### config.mk
export PLATFORM = sky130hd
export DESIGN_NAME = infix_to_postfix_converter
export DESIGN_NICKNAME = d
export VERILOG_FILES = /design/src/design/itp_pkg.sv /design/src/design/infix_to_postfix_converter.sv /design/src/design/itp_fifo.sv /design/src/design/itp_front.sv /design/src/design/itp_back.sv
export SDC_FILE = /design/constraint.sdc
export NUM_CORES = 1
export LEC_CHECK = 0
export BUFFER_PORTS_ARGS = -buffer_cell sky130_fd_sc_hd__buf_2
export CORE_ASPECT_RATIO = 0.75
export CORE_MARGIN = 3
export CORE_UTILIZATION = 50
export DETAILED_ROUTE_END_ITERATION = 8
export PLACE_DENSITY_LB_ADDON = 0.2
export SLEW_MARGIN = 20
export SYNTH_ARGS = -nofsm -noshare
export SYNTH_HDL_FRONTEND = slang
export SYNTH_SLANG_ARGS = --single-unit
### constraint.sdc
create_clock -name clk_i -period 6.75 [get_ports clk_i]
set_input_delay 0.3375 -clock clk_i [delete_from_list [all_inputs] [get_ports clk_i]]
set_output_delay 0.3375 -clock clk_i [all_outputs]
set_load 0.005 [all_outputs]
### src/design/itp_pkg.sv
`timescale 1ns / 1ps
// Shared types and constants of the infix to postfix converter.
package itp_pkg;

  // Operator stack geometry
  localparam int STACK_DEPTH = 32;
  localparam int STK_IDX_W   = $clog2(STACK_DEPTH);
  localparam int STK_CNT_W   = $clog2(STACK_DEPTH + 1);

  // Command queue between front and back
  localparam int QDEPTH = 4;
  localparam int QPTR_W = $clog2(QDEPTH);
  localparam int QCNT_W = $clog2(QDEPTH + 1);

  // ASCII codes of the operators and parentheses
  localparam logic [7:0] CH_LPAREN = 8'h28;
  localparam logic [7:0] CH_RPAREN = 8'h29;
  localparam logic [7:0] CH_MUL    = 8'h2A;
  localparam logic [7:0] CH_ADD    = 8'h2B;
  localparam logic [7:0] CH_SUB    = 8'h2D;
  localparam logic [7:0] CH_DIV    = 8'h2F;
  localparam logic [7:0] CH_POW    = 8'h5E;

  // Stack entry codes
  typedef enum logic [2:0] {
    OP_LPAREN = 3'd0,
    OP_ADD    = 3'd1,
    OP_SUB    = 3'd2,
    OP_MUL    = 3'd3,
    OP_DIV    = 3'd4,
    OP_POW    = 3'd5
  } op_code_e;

  // Character classes
  typedef enum logic [2:0] {
    K_IGNORE   = 3'd0,
    K_OPERAND  = 3'd1,
    K_OPERATOR = 3'd2,
    K_LPAREN   = 3'd3,
    K_RPAREN   = 3'd4
  } kind_e;

  // Classified item handed from front to back
  typedef struct packed {
    kind_e       kind;
    op_code_e    code;
    logic [7:0]  sym;
    logic        last;
  } cmd_t;

  // One result item
  typedef struct packed {
    logic [7:0] sym;
    logic       sym_valid;
    logic       done;
    logic       err;
  } res_t;

endpackage

### src/design/infix_to_postfix_converter.sv
`timescale 1ns / 1ps
// Top level of the infix to postfix converter.
// Takes an infix expression one ASCII character per item and returns its postfix form.
// Operands pass straight through, + - * / ^ and '(' go onto a 32-entry operator stack, ')'
// unwinds to its '(' and the item flagged with tlast flushes the stack and closes with a
// done marker (tuser[1]), after which the error flag and stack start afresh. The front
// classifies each character in the cycle it is taken, drops ignored ones unless they carry
// tlast, and queues the rest in a four-entry command queue; the stack engine then fetches
// each command and works through it one stack step at a time: one step per operator it pops
// plus a closing step, and for a final character one step per stack entry plus one for the
// done marker.
// Each result waits one stage so tlast can mark the last result of its character; the
// output register lets new characters enter while results are still being taken.
module infix_to_postfix_converter
  import itp_pkg::*;
(
  input  logic        clk_i,
  input  logic        rst_ni,
  input  logic        s_axis_tvalid,
  output logic        s_axis_tready,
  input  logic [7:0]  s_axis_tdata,  // [7:0] symbol
  input  logic        s_axis_tlast,  // end_of_expression
  output logic        m_axis_tvalid,
  input  logic        m_axis_tready,
  output logic [15:0] m_axis_tdata,  // [7:0] out_symbol, [8] error, zero above
  output logic [1:0]  m_axis_tuser,  // [0] out_valid, [1] expression_done
  output logic        m_axis_tlast   // run_last
);

  logic push, pop, full, empty;
  cmd_t push_cmd, pop_cmd;
  res_t res;

  itp_front u_front (
    .s_tvalid_i (s_axis_tvalid),
    .s_tready_o (s_axis_tready),
    .s_tdata_i  (s_axis_tdata),
    .s_tlast_i  (s_axis_tlast),
    .full_i     (full),
    .push_o     (push),
    .cmd_o      (push_cmd)
  );

  itp_fifo u_fifo (
    .clk_i       (clk_i),
    .rst_ni      (rst_ni),
    .push_i      (push),
    .push_data_i (push_cmd),
    .pop_i       (pop),
    .pop_data_o  (pop_cmd),
    .full_o      (full),
    .empty_o     (empty)
  );

  itp_back u_back (
    .clk_i       (clk_i),
    .rst_ni      (rst_ni),
    .q_empty_i   (empty),
    .q_data_i    (pop_cmd),
    .q_pop_o     (pop),
    .out_valid_o (m_axis_tvalid),
    .out_ready_i (m_axis_tready),
    .out_res_o   (res),
    .out_last_o  (m_axis_tlast)
  );

  // Result packing
  assign m_axis_tdata = {7'd0, res.err, res.sym};
  assign m_axis_tuser = {res.done, res.sym_valid};

endmodule

### src/design/itp_fifo.sv
`timescale 1ns / 1ps
// Short command queue that decouples the classifier from the stack engine.
module itp_fifo
  import itp_pkg::*;
(
  input  logic clk_i,
  input  logic rst_ni,
  input  logic push_i,
  input  cmd_t push_data_i,
  input  logic pop_i,
  output cmd_t pop_data_o,
  output logic full_o,
  output logic empty_o
);

  cmd_t              mem_q [QDEPTH];
  logic [QPTR_W-1:0] wr_ptr_q, wr_ptr_d;
  logic [QPTR_W-1:0] rd_ptr_q, rd_ptr_d;
  logic [QCNT_W-1:0] cnt_q, cnt_d;

  assign full_o     = (cnt_q == QCNT_W'(QDEPTH));
  assign empty_o    = (cnt_q == '0);
  assign pop_data_o = mem_q[rd_ptr_q];

  // Pointer and fill bookkeeping
  always_comb begin
    wr_ptr_d = push_i ? wr_ptr_q + QPTR_W'(1) : wr_ptr_q;
    rd_ptr_d = pop_i  ? rd_ptr_q + QPTR_W'(1) : rd_ptr_q;
    cnt_d    = cnt_q;
    if (push_i && !pop_i) begin
      cnt_d = cnt_q + QCNT_W'(1);
    end else if (pop_i && !push_i) begin
      cnt_d = cnt_q - QCNT_W'(1);
    end
  end

  always_ff @(posedge clk_i or negedge rst_ni) begin
    if (!rst_ni) begin
      wr_ptr_q <= '0;
      rd_ptr_q <= '0;
      cnt_q    <= '0;
    end else begin
      wr_ptr_q <= wr_ptr_d;
      rd_ptr_q <= rd_ptr_d;
      cnt_q    <= cnt_d;
    end
  end

  // Storage
  always_ff @(posedge clk_i) begin
    if (push_i) begin
      mem_q[wr_ptr_q] <= push_data_i;
    end
  end

endmodule

### src/design/itp_front.sv
`timescale 1ns / 1ps
// Input side: takes characters and sorts them into command classes.
module itp_front
  import itp_pkg::*;
(
  input  logic       s_tvalid_i,
  output logic       s_tready_o,
  input  logic [7:0] s_tdata_i,
  input  logic       s_tlast_i,
  input  logic       full_i,
  output logic       push_o,
  output cmd_t       cmd_o
);

  // Map one character onto its class and stack code
  function automatic cmd_t classify(input logic [7:0] sym, input logic last);
    cmd_t c;
    c.kind = K_IGNORE;
    c.code = OP_LPAREN;
    c.sym  = sym;
    c.last = last;
    case (sym)
      CH_ADD: begin
        c.kind = K_OPERATOR;
        c.code = OP_ADD;
      end
      CH_SUB: begin
        c.kind = K_OPERATOR;
        c.code = OP_SUB;
      end
      CH_MUL: begin
        c.kind = K_OPERATOR;
        c.code = OP_MUL;
      end
      CH_DIV: begin
        c.kind = K_OPERATOR;
        c.code = OP_DIV;
      end
      CH_POW: begin
        c.kind = K_OPERATOR;
        c.code = OP_POW;
      end
      CH_LPAREN: c.kind = K_LPAREN;
      CH_RPAREN: c.kind = K_RPAREN;
      default: begin
        // digits, upper and lower case letters
        if (sym inside {[8'h30:8'h39], [8'h41:8'h5A], [8'h61:8'h7A]}) begin
          c.kind = K_OPERAND;
        end
      end
    endcase
    return c;
  endfunction

  cmd_t cmd;

  assign cmd        = classify(s_tdata_i, s_tlast_i);
  assign s_tready_o = !full_i;
  assign cmd_o      = cmd;

  // Ignored characters only matter when they close an expression
  assign push_o = s_tvalid_i && !full_i && ((cmd.kind != K_IGNORE) || s_tlast_i);

endmodule

### src/design/itp_back.sv
`timescale 1ns / 1ps
// Stack engine: runs commands against the operator stack and emits result items.
module itp_back
  import itp_pkg::*;
(
  input  logic clk_i,
  input  logic rst_ni,
  input  logic q_empty_i,
  input  cmd_t q_data_i,
  output logic q_pop_o,
  output logic out_valid_o,
  input  logic out_ready_i,
  output res_t out_res_o,
  output logic out_last_o
);

  localparam logic [1:0] ST_IDLE  = 2'd0;
  localparam logic [1:0] ST_EXEC  = 2'd1;
  localparam logic [1:0] ST_FLUSH = 2'd2;

  function automatic logic [1:0] op_weight(input op_code_e c);
    case (c)
      OP_ADD, OP_SUB: return 2'd1;
      OP_MUL, OP_DIV: return 2'd2;
      OP_POW:         return 2'd3;
      default:        return 2'd0;
    endcase
  endfunction

  function automatic logic [7:0] op_char(input op_code_e c);
    case (c)
      OP_LPAREN: return CH_LPAREN;
      OP_ADD:    return CH_ADD;
      OP_SUB:    return CH_SUB;
      OP_MUL:    return CH_MUL;
      OP_DIV:    return CH_DIV;
      OP_POW:    return CH_POW;
      default:   return 8'h00;
    endcase
  endfunction

  // Stacked operator leaves before the incoming one; ^ binds to the right
  function automatic logic goes_first(input op_code_e top, input op_code_e inc);
    logic [1:0] wt;
    logic [1:0] wi;
    wt = op_weight(top);
    wi = op_weight(inc);
    if (wt == wi) begin
      return top != OP_POW;
    end
    return wt > wi;
  endfunction

  logic [1:0]           state_q, state_d;
  cmd_t                 cmd_q;
  op_code_e             stack_q [STACK_DEPTH];
  logic [STK_CNT_W-1:0] count_q, count_d;
  logic                 err_q, err_d;

  logic                 hold_v_q, hold_v_d;
  logic                 hold_end_q, hold_end_d;
  res_t                 hold_q;
  logic                 out_v_q, out_v_d;
  res_t                 out_q;
  logic                 out_last_q;

  logic                 out_free, res_ok, move;
  logic [STK_CNT_W-1:0] cnt_dec;
  logic [STK_IDX_W-1:0] top_idx;
  op_code_e             top;
  logic                 stk_empty, stk_full;
  logic                 produce, fin, cmd_end, push, dec, set_err, clr_err;
  res_t                 new_res;

  assign out_free  = !out_v_q || out_ready_i;
  assign res_ok    = !hold_v_q || out_free;
  assign cnt_dec   = count_q - STK_CNT_W'(1);
  assign top_idx   = cnt_dec[STK_IDX_W-1:0];
  assign top       = stack_q[top_idx];
  assign stk_empty = (count_q == '0);
  assign stk_full  = (count_q == STK_CNT_W'(STACK_DEPTH));

  // Step sequencer: one pop, push or marker per cycle, unless output stalls
  always_comb begin
    state_d = state_q;
    q_pop_o = 1'b0;
    produce = 1'b0;
    new_res = '0;
    fin     = 1'b0;
    push    = 1'b0;
    dec     = 1'b0;
    set_err = 1'b0;
    clr_err = 1'b0;
    cmd_end = 1'b0;
    case (state_q)
      ST_IDLE: begin
        if (!q_empty_i) begin
          q_pop_o = 1'b1;
          state_d = ST_EXEC;
        end
      end
      ST_EXEC: begin
        case (cmd_q.kind)
          K_OPERAND: begin
            if (res_ok) begin
              produce = 1'b1;
              new_res = '{sym: cmd_q.sym, sym_valid: 1'b1, done: 1'b0, err: err_q};
              fin     = 1'b1;
            end
          end
          K_OPERATOR: begin
            if (!stk_empty && top != OP_LPAREN && goes_first(top, cmd_q.code)) begin
              if (res_ok) begin
                produce = 1'b1;
                dec     = 1'b1;
                new_res = '{sym: op_char(top), sym_valid: 1'b1, done: 1'b0, err: err_q};
              end
            end else begin
              fin = 1'b1;
              if (stk_full) begin
                set_err = 1'b1;
              end else begin
                push = 1'b1;
              end
            end
          end
          K_LPAREN: begin
            fin = 1'b1;
            if (stk_full) begin
              set_err = 1'b1;
            end else begin
              push = 1'b1;
            end
          end
          K_RPAREN: begin
            if (!stk_empty && top != OP_LPAREN) begin
              if (res_ok) begin
                produce = 1'b1;
                dec     = 1'b1;
                new_res = '{sym: op_char(top), sym_valid: 1'b1, done: 1'b0, err: err_q};
              end
            end else begin
              fin = 1'b1;
              if (stk_empty) begin
                set_err = 1'b1;
              end else begin
                dec = 1'b1;
              end
            end
          end
          default: fin = 1'b1;
        endcase
        if (fin) begin
          state_d = cmd_q.last ? ST_FLUSH : ST_IDLE;
          cmd_end = !cmd_q.last;
        end
      end
      ST_FLUSH: begin
        if (!stk_empty) begin
          if (top == OP_LPAREN) begin
            // leftover opening parenthesis is dropped
            dec     = 1'b1;
            set_err = 1'b1;
          end else if (res_ok) begin
            produce = 1'b1;
            dec     = 1'b1;
            new_res = '{sym: op_char(top), sym_valid: 1'b1, done: 1'b0, err: err_q};
          end
        end else if (res_ok) begin
          produce = 1'b1;
          new_res = '{sym: 8'h00, sym_valid: 1'b0, done: 1'b1, err: err_q};
          clr_err = 1'b1;
          cmd_end = 1'b1;
          state_d = ST_IDLE;
        end
      end
      default: state_d = ST_IDLE;
    endcase
  end

  // Hold stage: a result waits here until it is known whether it closes its item
  always_comb begin
    move       = hold_v_q && out_free && (hold_end_q || produce);
    hold_v_d   = produce ? 1'b1 : (move ? 1'b0 : hold_v_q);
    hold_end_d = produce ? cmd_end : (hold_end_q | cmd_end);
    out_v_d    = move ? 1'b1 : (out_ready_i ? 1'b0 : out_v_q);
    count_d    = count_q;
    if (push) begin
      count_d = count_q + STK_CNT_W'(1);
    end else if (dec) begin
      count_d = cnt_dec;
    end
    err_d = clr_err ? 1'b0 : (set_err ? 1'b1 : err_q);
  end

  always_ff @(posedge clk_i or negedge rst_ni) begin
    if (!rst_ni) begin
      state_q    <= ST_IDLE;
      count_q    <= '0;
      err_q      <= 1'b0;
      hold_v_q   <= 1'b0;
      hold_end_q <= 1'b0;
      out_v_q    <= 1'b0;
    end else begin
      state_q    <= state_d;
      count_q    <= count_d;
      err_q      <= err_d;
      hold_v_q   <= hold_v_d;
      hold_end_q <= hold_end_d;
      out_v_q    <= out_v_d;
    end
  end

  // Payload registers and stack storage
  always_ff @(posedge clk_i) begin
    if (q_pop_o) begin
      cmd_q <= q_data_i;
    end
    if (produce) begin
      hold_q <= new_res;
    end
    if (move) begin
      out_q      <= hold_q;
      out_last_q <= hold_end_q;
    end
    if (push) begin
      stack_q[count_q[STK_IDX_W-1:0]] <= cmd_q.code;
    end
  end

  assign out_valid_o = out_v_q;
  assign out_res_o   = out_q;
  assign out_last_o  = out_last_q;

  // Checks
  a_count_range: assert property (@(posedge clk_i) disable iff (!rst_ni)
    count_q <= STK_CNT_W'(STACK_DEPTH))
    else $error("operator stack count beyond depth");

  a_done_clears: assert property (@(posedge clk_i) disable iff (!rst_ni)
    (state_q == ST_FLUSH && stk_empty && res_ok) |=> (count_q == '0 && !err_q))
    else $error("expression end left stack or error flag set");

  a_done_is_last: assert property (@(posedge clk_i) disable iff (!rst_ni)
    (out_v_q && out_q.done) |-> (out_last_q && !out_q.sym_valid))
    else $error("done marker without last flag or with a symbol");

  a_hold_not_lost: assert property (@(posedge clk_i) disable iff (!rst_ni)
    (hold_v_q && !out_free) |=> hold_v_q)
    else $error("held result dropped while output was stalled");

endmodule

==> metrics list, run 1 <==
- In this run the count of I/O pins placed on the die edge is 34.
- Signal arrival time at the worst endpoint: 5.80 ns
- Total via count in the routed design: 5,066
- Diode insertion count for antenna repair: 0
- Placement Setup Slack: 1.19 ns
* Net count reported at finish: 655
- Global routing used 17.6% of the available tracks across all layers.
- Routed vias/inst: 5.73
- Post-synth EDFFs: 194
* Design Area, Final: 10,400 um^2
- Data required time of the worst path: 6.91 ns
- The initial antenna violation count was 0.
- Fill cell total of the finished layout: 1,373
- Entering global routing, the biggest net connects 36 pins.
- Worst-case headroom to the max-slew limit: 42.1%
- Placed standard-cell area: 9660 um^2
- Maximum fanout along the worst path: 13
- Total of max-cap violations: 0
* Ratio of final minimum period to clock period: 83.5%
* Final setup violating endpoints: 0
- Before antenna repair, the detailed router went through 5 iterations.
- The final number of max-transition violations came to 0.
* TritonCTS clock tree: done
* Area of the die: 20,500 um^2
* Placement Rows: 42
* Clk pin slew, worst setup/hold paths: 0.06 ns
- Adder and majority cell fraction of the synthesized area: 2.21%
- Proportion of synthesized flip-flops having asynchronous set or reset: 8.92%
- Most common cell after layout, fill and taps aside: sky130_fd_sc_hd__edfxtp_1
* Global placer's final weighted congestion: 0.852
* Endpoints failing hold: 0
- Num CTS Buffers: 22
* Post-synthesis simple-gate area fraction: 8.70%
- Tightest Hold Check Type: input pin to flop
* P&R area growth vs syn: 10.6%
* Top library cells by usage in the layout, fill and taps aside: 194 x sky130_fd_sc_hd__edfxtp_1, 51 x sky130_fd_sc_hd__nor2_1, 43 x sky130_fd_sc_hd__nand2_1, 35 x sky130_fd_sc_hd__mux4_2, 26 x sky130_fd_sc_hd__buf_2
- Sequential-to-total area share from yosys stat: 67.1%
- Total wirelength of the detailed-routed design: 17,500 um
- Height of the die: 125 um
- The most used flip-flop cell after synthesis is sky130_fd_sc_hd__edfxtp_1.
- Overall power: 0.00498 W
- Once routing completed, OpenROAD measured the worst setup slack at 1.11 ns.
- The first global-routing pass estimated 28,100 um of wire.
- Status: finished clean
- Port buffering added 26 buffers.
- Count of state elements after synthesis: 213
* Leakage power of the design: 3.55 nW
- After routing, the total negative slack on setup checks comes to 0 ns.
- Cell variety after synth: 72
- Iter 0 DRT Violations: 459
- In the final layout, the share of cells above drive strength 1 is 19.3%.
- Total number of clock tree sinks: 213
* Main combinational cell family by area after synthesis: multiplexers
* Period minus WS final: 5.64 ns
- The synthesized netlist devotes 5.84% of its cell area to compound gates.
* Unrepaired setup endpoints after global routing: no
- Based on the critical path, the design can be clocked at up to 0.177 GHz.
* H-tree Lvls: 1
- Via count of the first global-routing pass: 5,004
* Initial Util: 52.1%
- Xor/xnor cell area share of the yosys netlist: 1.40%
- Power Dens Cells: 480 nW/um^2
* Routed len/inst: 19.8 um
* Yosys warning total: 0
- Largest vdd supply drop: 0.272 mV
* Master cell of the clock root buffer: sky130_fd_sc_hd__clkbuf_16
- Placeable core region: 18,000 um^2
* Residual DRC: 0
* Slew @ Worst Pin: 0.869 ns
* Resized cells post-CTS: 0
- Final HPWL DP: 11,600 um
- Final ANT Viol Nets: 0
- The cell area that synthesis handed to floorplanning was 9390 um^2.
- Clock latency on the worst-skew pair, taken at its later pin, is 0.50 ns.
* Die span in x: 164 um
* Proportion of synthesized area in mux cells: 11.4%
* Grt ovf: 0
- The worst setup path is captured at a flop.
- In this run the deepest clock path goes through 3 buffers.
- Each instance of the synthesized netlist takes up on average 15.8 um^2.
* Clock Skew: 0.0139 ns
- Synthesized netlist cell count: 593
- Type of the worst setup path: flop to flop
- Kind of launch point of the worst setup path: flop
## critical path, cell delays in order, from the launching register on
cell and delay, ns:
sky130_fd_sc_hd__dfrtp_1 0.54, sky130_fd_sc_hd__inv_1 0.16, sky130_fd_sc_hd__ha_1 0.29, sky130_fd_sc_hd__xor2_1 0.69, sky130_fd_sc_hd__buf_4 0.29, sky130_fd_sc_hd__mux4_2 0.30
sky130_fd_sc_hd__o21ai_1 0.08, sky130_fd_sc_hd__nand4_1 0.44, sky130_fd_sc_hd__nand2_1 0.26, sky130_fd_sc_hd__nor2_1 0.06, sky130_fd_sc_hd__a21oi_1 0.14, sky130_fd_sc_hd__ha_1 0.26
sky130_fd_sc_hd__nand2b_1 0.14, sky130_fd_sc_hd__a21oi_1 0.26, sky130_fd_sc_hd__nor2_1 0.14, sky130_fd_sc_hd__a31oi_4 0.39, sky130_fd_sc_hd__nand2_1 0.42, sky130_fd_sc_hd__nor2_1 0.43
## per-layer routing
metal / track usage [%] / share of wire, % / vias up
li1: - / - / 2334
met1: 28.3 / 49 / 2550
met2: 25.0 / 43 / 155
met3: 3.36 / 5.9 / 27
met4: 3.68 / 1.7 / 0
met5: 0 / 0 / -
## repair_timing
item	4_1_cts	5_1_grt
hold buffers	1	0
buffers inserted	0	0
hold endpoints to repair	19	0
## cells in the mapped netlist (all sizes together) (10+ instances only)
cell	number	area share, %
dfrtp	19	5.1
nor2	51	2.0
buf	23	2.2
mux4	35	8.4
o21ai	23	1.4
ha	15	2.0
mux2i	24	2.6
and2	10	0.69
nand2b	11	0.73
nand2	43	1.7
edfxtp	194	62
inv	18	0.72
a21oi	18	0.96
## worst paths after layout
check                                        from               endpoint  slack (ns)  cells past startpoint
worst max-delay path            u_back.count_q[1]  u_back.stack_q[31][0]        1.11                     17
worst min-delay path                 s_axis_tlast     u_fifo.mem_q[1][0]        0.08                      1
worst max register to register  u_back.count_q[1]  u_back.stack_q[31][0]        1.11                     17
worst min register to register   u_back.hold_q[0]    u_back.out_res_o[0]        0.42                      0
max in group asynchronous                  rst_ni     u_fifo.rd_ptr_q[0]        5.99                      2
min in group asynchronous                  rst_ni      u_back.count_q[0]        0.35                      2
## state kept, by name (all words and copies together), names as in the netlist
signal	flops
u_back.state_q	2
u_back.stack_q	96
u_back.count_q	6
u_back.hold_q	11
u_back.out_res_o	11
u_back.cmd_q	15
u_back.hold_v_q	1
u_back.hold_end_q	1
u_back.err_q	1
u_fifo.mem_q	60
u_fifo.cnt_q	3
u_back.out_last_o	1
u_fifo.wr_ptr_q	2
u_fifo.rd_ptr_q	2
u_back.out_valid_o	1
## power by group
part	internal [W]	total [W]	switching [W]
registers	0.00177	0.00194	0.000171
logic	0.000771	0.00187	0.00109
clock network	0.000702	0.00118	0.000474
## through the flow
stage	std cells	utilization, %	hold slack, ns
finish	884	57.6	0.0769
global route	884	57.6	0.0630
detailed placement	843	53.6	0.345
global placement	843	53.6	0.329
floorplan	599	-	0.0419
CTS	884	57.6	0.0606
## area by class of cell
type,count,area [um^2],area share [%]
clock buffers,29,598,5.76
multi-input cells,337,2800,27.0
well taps,242,303,2.92
inverters,18,67.6,0.651
clock inverters,11,110,1.06
flip-flops and latches,213,6300,60.7
repair buffers,34,193,1.86
## kinds of logic (layout without fill, tap and decap cells)
| kind of cell | after synthesis | in the layout |
|---|---|---|
| xor+xnor | 15 | 15 |
| buf+inv | 49 | 92 |
| mux | 63 | 63 |
| simple gates | 159 | 159 |
| flops | 213 | 213 |
| fa+ha+maj | 16 | 16 |
| other cells | 1 | 7 |
| compound gates | 77 | 77 |
Power figures use the tool's default switching activity.
==> run 2, diff against run 1 <==
Clock period 6.75 ns to 5.11 ns, I/O delays scaled along.
==> metrics list, run 2 (synthesis results as in run 1) <==
* Status: finished clean
- Relative to the synthesized area, the layout overhead comes to 10.8%.
- The via density per instance came to 5.63 (-1.7%).
* Final HPWL DP: 11,400 um (-1.1%)
* Overall fraction of global-route tracks in use: 16.9% (-0.73 points)
- The initial core utilization was 52.1% (unchanged).
- Die span in x: 164 um (unchanged)
- The final wirelength was 17,000 um (-2.8%).
- First-pass iteration count of the detailed router: 5 (unchanged)
- Area of the die: 20,500 um^2 (unchanged)
- The path class of the tightest hold or removal check is input pin to flop.
- The final number of max-transition violations came to 0 (unchanged).
* Placeable core region: 18,000 um^2 (unchanged)
- Placed standard-cell area: 9690 um^2 (+0.31%)
* Power Dens Cells: 634 nW/um^2 (+32%)
- Signal arrival time at the worst endpoint: 5.11 ns (-0.69 ns)
- The maximum fanout along the worst path came to 20 (+7).
- The shortest period the worst path allows came to 4.95 ns (-0.686 ns).
- Fin util: 57.7% (+0.14 points)
* Unrepaired setup endpoints after global routing: yes
- The worst setup timing slack at the placement stage is 0.273 ns (-0.915 ns).
- Hold path cells: 1 (unchanged)
- The transition time of the tightest slew-check pin came to 0.852 ns (-0.0165 ns).
- Number of buffer cells added on primary ports: 26 (unchanged)
- Iter 0 DRT Violations: 466 (+1.5%)
- The detailed-route DRC error count was 0 (unchanged).
- TritonCTS clock tree: done
- The net switching power of the design is 0.00232 W (+33%).
- Leaving out fill and tap cells, the most frequent cell in the layout is sky130_fd_sc_hd__edfxtp_1.
- By startpoint and endpoint, the worst setup path is classified as flop to flop.
* Fraction of final layout cells with drive strength greater than 1: 20.3% (+0.96 points)
* Num CTS Buffers: 21 (-4.5%)
- The count of final setup violators came to 0 (unchanged).
* Net count reported at finish: 660 (+0.76%)
- The endpoint required time on the critical path is 5.27 ns (-1.64 ns).
- The largest net degree at the start of global routing was 36 (unchanged).
* Buffers from clock root to sink, at most: 3 (unchanged)
- Clock share of power: 22.3% (-1.3 points)
* Routed len/inst: 19.1 um (-3.2%)
- Antenna violations before repair: 0 (unchanged)
* Number of primary I/O pins: 34 (unchanged)
* Kind of launch point of the worst setup path: flop
- The maximum vdd ir drop was 0.344 mV (+27%).
- The number of core rows is 42 (unchanged).
- Top library cells by usage in the layout, fill and taps aside: 194 x sky130_fd_sc_hd__edfxtp_1, 48 x sky130_fd_sc_hd__nor2_1, 41 x sky130_fd_sc_hd__nand2_1, 35 x sky130_fd_sc_hd__mux4_2, 26 x sky130_fd_sc_hd__buf_2
* Leakage power of the design: 3.56 nW (+0.11%)
* Slack of the critical path: 0.160 ns (-0.954 ns)
- Total number of clock tree sinks: 213 (unchanged)
- The wire length of the first global-routing pass came to 26,800 um (-4.7%).
- The final cycle utilization of the critical path came to 96.9% (+13 points).
- The combinational share of power is 38.8% (+1.3 points).
- The sequential share of power was 38.9% (about the same).
* Final TNS setup: 0 ns (unchanged)
* Hold slack final: 0.0185 ns (-0.0584 ns)
- Total via count in the routed design: 5,002 (-1.3%)
- Final ANT Viol Nets: 0 (unchanged)
- The die extent in y is 125 um (unchanged).
- The number of inserted diodes was 0 (unchanged).
- The internal power component is 0.00428 W (+32%).
- The via count of the first global-routing pass was 4,873 (-2.6%).
- The clock transition at the registers of the reported paths came to 0.06 ns (about the same).
- Global placer's final weighted congestion: 0.855 (+0.39%)
- Clock Skew: 0.0165 ns (+0.00253 ns)
- The flip-flop count of the largest register, all copies and words added was 96 (unchanged).
- The worst setup path is captured at a flop.
- Endpoints failing hold: 0 (unchanged)
* Clock insertion delay at the later pin of the skew report: 0.50 ns (about the same)
- H-tree Lvls: 1 (unchanged)
- The max capacitance violation total came to 0 (unchanged).
- The switching part of the total came to 35.1% (+0.23 points).
- The tree is rooted in a sky130_fd_sc_hd__clkbuf_16.
- The timing-limited maximum frequency is 0.202 GHz (+14%).
- Design Area, Final: 10,400 um^2 (+0.24%)
- Worst-case headroom to the max-slew limit: 43.2% (+1.1 points)
* Fill cell total of the finished layout: 1,373 (unchanged)
- The number of cells on the worst reg-to-reg path was 17 (unchanged).
* Internal reg-to-reg setup slack: 0.16 ns (-0.95 ns)
- Grt ovf: 0 (unchanged)
-- run 2: cell type report --
type | count | area (um^2) | area share [%]
tap | 242 | 303 | 2.91
timing repair buffer | 40 | 260 | 2.50
multi-input combinational | 337 | 2820 | 27.1
sequential | 213 | 6300 | 60.6
inverter | 18 | 67.6 | 0.650
clock buffer | 23 | 533 | 5.12
clock inverter | 15 | 120 | 1.15
-- run 2: layer usage --
metal	part of all wire, %	wire, um	vias up	GRT usage (%)
met5	0	0	-	0
met4	2.0	344	0	4.43
met3	7.1	1200	29	3.79
met2	43	7260	163	23.0
met1	48	8180	2479	27.3
li1	-	-	2331	-
-- run 2: repair_timing --
item,4_1_cts,5_1_grt
endpoints found under the hold margin,23,0
setup buffers,0,0
resized for setup,0,6
hold buffers,2,0
endpoints found under the setup margin,0,70
-- run 2: path summary, 6_finish.rpt --
path	from	to
max	u_back.count_q[1]	u_back.stack_q[16][1]
min	s_axis_tdata[7]	u_fifo.mem_q[3][8]
max reg2reg	u_back.count_q[1]	u_back.stack_q[16][1]
min reg2reg	u_back.hold_q[1]	u_back.out_res_o[1]
max in group asynchronous	rst_ni	u_fifo.rd_ptr_q[0]
min in group asynchronous	rst_ni	u_back.count_q[2]
-- run 2: worst max-delay path: stages, from the launching register on --
cell and delay, ns:
sky130_fd_sc_hd__dfrtp_1 0.55, sky130_fd_sc_hd__inv_1 0.16, sky130_fd_sc_hd__ha_1 0.33, sky130_fd_sc_hd__buf_4 0.32, sky130_fd_sc_hd__mux2i_1 0.14, sky130_fd_sc_hd__mux4_2 0.50
sky130_fd_sc_hd__o21ai_2 0.10, sky130_fd_sc_hd__nand4_4 0.21, sky130_fd_sc_hd__nand2_1 0.16, sky130_fd_sc_hd__nor2_1 0.05, sky130_fd_sc_hd__a21oi_1 0.14, sky130_fd_sc_hd__ha_1 0.26
sky130_fd_sc_hd__nand2b_1 0.14, sky130_fd_sc_hd__a21oi_1 0.24, sky130_fd_sc_hd__nor2_1 0.13, sky130_fd_sc_hd__a31oi_4 0.43, sky130_fd_sc_hd__nand2_1 0.38, sky130_fd_sc_hd__nor2_1 0.38
-- run 2: power groups by stage --
| stage | Clock (W) | Sequential [W] | Combinational (W) |
|---|---|---|---|
| finish | 0.00147 | 0.00257 | 0.00256 |
| detailed placement | 0 | 0.00263 | 0.00249 |
| global placement | 0 | 0.00262 | 0.00244 |
| floorplan | 0 | 0.00252 | 0.00205 |
| global route | 0.00158 | 0.00261 | 0.00278 |
| CTS | 0.00150 | 0.00259 | 0.00251 |
-- run 2: metrics by stage --
stage / total power, W / std cells
after global routing: 0.00697 / 888
after detailed placement: 0.00512 / 847
after floorplan: 0.00457 / 599
after CTS: 0.00660 / 887
after global placement: 0.00506 / 847
final: 0.00659 / 888
==> run 3, diff against run 2 <==
--- a/config.mk
+++ b/config.mk
@@ -7,5 +7,4 @@
 export LEC_CHECK = 0
 export BUFFER_PORTS_ARGS = -buffer_cell sky130_fd_sc_hd__buf_2
-export CORE_ASPECT_RATIO = 0.75
 export CORE_MARGIN = 3
 export CORE_UTILIZATION = 50
==> constraint.sdc (replaced) <==
create_clock -name clk_i -period 5.11 [get_ports clk_i]
set_input_delay 0.511 -clock clk_i [delete_from_list [all_inputs] [get_ports clk_i]]
set_output_delay 0.511 -clock clk_i [all_outputs]
set_load 0.005 [all_outputs]
==> metrics list, run 3 (synthesis results as in run 1) <==
- Via count of the first global-routing pass: 5,101 (+4.7%)
- The initial antenna violation count came to 0 (unchanged).
- The die extent in y came to 143 um (+15%).
- Placeable core region: 18,200 um^2 (+1.0%)
- Counting stages on the worst path, the most repeated cell is sky130_fd_sc_hd__nor2_1.
* Top library cells by usage in the layout, fill and taps aside: 194 x sky130_fd_sc_hd__edfxtp_1, 50 x sky130_fd_sc_hd__nor2_1, 43 x sky130_fd_sc_hd__nand2_1, 35 x sky130_fd_sc_hd__mux4_2, 26 x sky130_fd_sc_hd__buf_2
- Signal arrival time at the worst endpoint: 5.10 ns (about the same)
* Kind of launch point of the worst setup path: flop
- Register-to-Register Path Depth: 17 (unchanged)
* Cell family with most CP delay: simple AND/OR/NAND/NOR gates
- The endpoint identified for the worst register-to-register timing path is u_back.stack_q[26][0].
* Cells along the critical path: inv_1 > ha_1 > buf_4 > mux2i_1 > mux4_2 > o21ai_2 > nand4_4 > nand2_1 > nor2_1 > a21oi_1 > ha_1 > nand2b_1 > a21oi_1 > nor2_1 > a31oi_4 > nand2_1 > nor2_1
- The area of placed instances was 9690 um^2 (about the same).
- The slowest stage of the critical path belongs to the cell sky130_fd_sc_hd__dfrtp_1.
- Period minus WS final: 4.94 ns (-0.00912 ns)
- First-pass iteration count of the detailed router: 5 (unchanged)
- Placement Setup Slack: 0.245 ns (-0.0281 ns)
* H-tree Lvls: 1 (unchanged)
- Pins over their slew limit: 0 (unchanged)
- The number of inserted diodes came to 0 (unchanged).
* End of the critical path: u_back.stack_q[26][0]
- Initial Util: 51.5% (-0.53 points)
* Clock insertion delay at the later pin of the skew report: 0.51 ns (about the same)
- Slew @ Worst Pin: 0.831 ns (-0.0214 ns)
- The leftover overflow at the end of global routing was 0 (unchanged).
* Unrepaired setup endpoints after global routing: yes
- Ratio of final minimum period to clock period: 96.7% (-0.18 points)
- Maximum fanout along the worst path: 23 (+15%)
* Area of the die: 20,500 um^2 (about the same)
* Iter 0 DRT Violations: 365 (-22%)
- Leaving out fill and tap cells, the most frequent cell in the layout is sky130_fd_sc_hd__edfxtp_1.
- Residual DRC: 0 (unchanged)
* Net switching share of the total power: 34.3% (-0.82 points)
- The worst clock skew came to 0.0171 ns (+0.000676 ns).
- Fraction of final layout cells with drive strength greater than 1: 20.5% (+0.21 points)
* Type of the worst setup path: flop to flop
- The static power due to leakage is 3.60 nW (+1.3%).
* Power Dens Cells: 645 nW/um^2 (+1.7%)
- Net count reported at finish: 662 (+0.30%)
- Tracing the worst setup path back leads to its startpoint at u_back.count_q[1].
- The final antenna-violating net count was 0 (unchanged).
* Total of max-cap violations: 0 (unchanged)
- Design Area, Final: 10,500 um^2 (+0.67%)
- The internal power component is 0.00444 W (+3.7%).
* Buffers from clock root to sink, at most: 3 (unchanged)
- The wire length of the first global-routing pass came to 28,100 um (+4.9%).
- The count of cell instances traversed by the critical path came to 17 (unchanged).
* Logic pwr share: 37.1% (-1.7 points)
- Final setup violating endpoints: 0 (unchanged)
- Buffers & Inverters on Critical Path: 2 (unchanged)
- The clock transition at the registers of the reported paths came to 0.06 ns (about the same).
* Slack of the critical path: 0.169 ns (+0.00912 ns)
- Pin count of the biggest net entering global routing: 35 (-2.8%)
- Tightest Hold Check Type: input pin to flop
- Worst-case headroom to the max-slew limit: 44.6% (+1.4 points)
- The net switching power of the design was 0.00232 W (about the same).
* Slowest stage delay, CP: 0.53 ns (-0.02 ns)
* Total via count in the routed design: 5,034 (+0.64%)
- Kind of end point of the critical path: flop
* P&R area growth vs syn: 11.6%
- The proportion of power drawn by the clock network is 24.4% (+2.1 points).
- Post-CTS Setup Bufs: 0 (unchanged)
* Global placer's final weighted congestion: 0.868 (+1.5%)
- Max reg flops: 96 (unchanged)
* Routed len/inst: 20.1 um (+4.9%)
- Startpoint of the most critical register-to-register path: u_back.count_q[1]
- TritonCTS clock tree: done
* Master cell of the clock root buffer: sky130_fd_sc_hd__clkbuf_16
- The post-detailed-placement half-perimeter wirelength is 11,900 um (+4.3%).
- FMAX: 0.202 GHz (+0.18%)
- Data required time of the worst path: 5.27 ns (about the same)
* Reg power frac: 38.5% (-0.4 points)
- The number of I/O pins was 34 (unchanged).
- The via density per instance is 5.73 (+1.8%).
- The number of buffers inserted during clock tree synthesis came to 22 (+4.8%).
- The total of buffers placed on input and output ports is 26 (unchanged).
- The depth of the worst hold-timing path came to 1 (unchanged).
- The hold violation count in the final report came to 0 (unchanged).
- Internal reg-to-reg setup slack: 0.17 ns (about the same)
* Total wirelength of the detailed-routed design: 17,600 um (+3.7%)
- The horizontal extent of the die is 143 um (-13%).
- The flow ran to the end, and the final reports show no timing, DRC or antenna violations.
- Total number of clock tree sinks: 213 (unchanged)
- Overall fraction of global-route tracks in use: 17.7% (+0.85 points)
- Largest vdd supply drop: 0.334 mV (-3.0%)
- The number of core rows was 49 (+17%).
==> run 3: cell types whose count changed in the layout (fill, tap and decap cells not counted), moves of 2 or more <==
cell and delta:
sky130_fd_sc_hd__clkinv_2 -2, sky130_fd_sc_hd__nand2_2 -2, sky130_fd_sc_hd__buf_4 +3, sky130_fd_sc_hd__clkinv_1 -4
sky130_fd_sc_hd__clkbuf_8 +2, sky130_fd_sc_hd__clkbuf_1 +2, sky130_fd_sc_hd__nor2_1 +2, sky130_fd_sc_hd__nand2_1 +2
sky130_fd_sc_hd__bufinv_16 +2, sky130_fd_sc_hd__nor2_2 -2
==> run 3: worst reg2reg max path: stages (launching register included) <==
cell	delay, ns
sky130_fd_sc_hd__dfrtp_1	0.53
sky130_fd_sc_hd__inv_1	0.16
sky130_fd_sc_hd__ha_1	0.32
sky130_fd_sc_hd__buf_4	0.35
sky130_fd_sc_hd__mux2i_1	0.16
sky130_fd_sc_hd__mux4_2	0.50
sky130_fd_sc_hd__o21ai_2	0.10
sky130_fd_sc_hd__nand4_4	0.21
sky130_fd_sc_hd__nand2_1	0.14
sky130_fd_sc_hd__nor2_1	0.05
sky130_fd_sc_hd__a21oi_1	0.12
sky130_fd_sc_hd__ha_1	0.25
sky130_fd_sc_hd__nand2b_1	0.14
sky130_fd_sc_hd__a21oi_1	0.24
sky130_fd_sc_hd__nor2_1	0.12
sky130_fd_sc_hd__a31oi_4	0.38
sky130_fd_sc_hd__nand2_1	0.42
sky130_fd_sc_hd__nor2_1	0.41
==> run 3: worst min path at each step <==
stage                               end  slack (ns)              from
detailed placement  u_back.out_res_o[5]        0.41  u_back.hold_q[5]
global route         u_fifo.mem_q[0][0]        0.24      s_axis_tlast
global placement    u_back.out_res_o[0]        0.40  u_back.hold_q[0]
finish               u_fifo.mem_q[1][0]        0.25      s_axis_tlast
CTS                  u_fifo.mem_q[0][0]        0.22      s_axis_tlast
floorplan             u_back.count_q[0]        0.22            rst_ni
==> run 3: metal layers <==
metal / routed length [um] / track usage (%)
met2: 8340 / 27.5
met5: 0 / 0
met3: 962 / 3.35
met1: 8050 / 26.2
met4: 258 / 4.45
==> run 3: cell type report <==
cell class / count / area, um^2
multi-input combinational: 337 / 2810
clock inverter: 12 / 171
inverter: 18 / 67.6
fill: 1394 / 7740
sequential: 213 / 6300
timing repair buffer: 41 / 245
tap: 229 / 287
clock buffer: 28 / 593
==> run 3: through the flow <==
stage / TNS [ns] / power (W) / hold slack (ns) / utilization [%] / instances
global route: -3.11 / 0.00716 / 0.238 / 57.5 / 878
floorplan: 0 / 0.00457 / 0.215 / - / 599
global placement: 0 / 0.00509 / 0.401 / 53.2 / 837
finish: 0 / 0.00676 / 0.250 / 57.5 / 878
CTS: 0 / 0.00682 / 0.224 / 57.5 / 878
detailed placement: 0 / 0.00515 / 0.405 / 53.2 / 837
==> run 3: timing repair <==
item,CTS,global route
setup endpoints to repair,0,83
hold endpoints to repair,19,0
hold buffers,1,0
gates resized for setup,0,2
==> run 3: power groups by stage <==
stage	sequential, W	combinational, W	clock [W]
after global placement	0.00262	0.00247	0
after CTS	0.00260	0.00253	0.00169
after detailed placement	0.00264	0.00252	0
after global routing	0.00264	0.00276	0.00176
after floorplan	0.00252	0.00205	0
final	0.00260	0.00251	0.00165
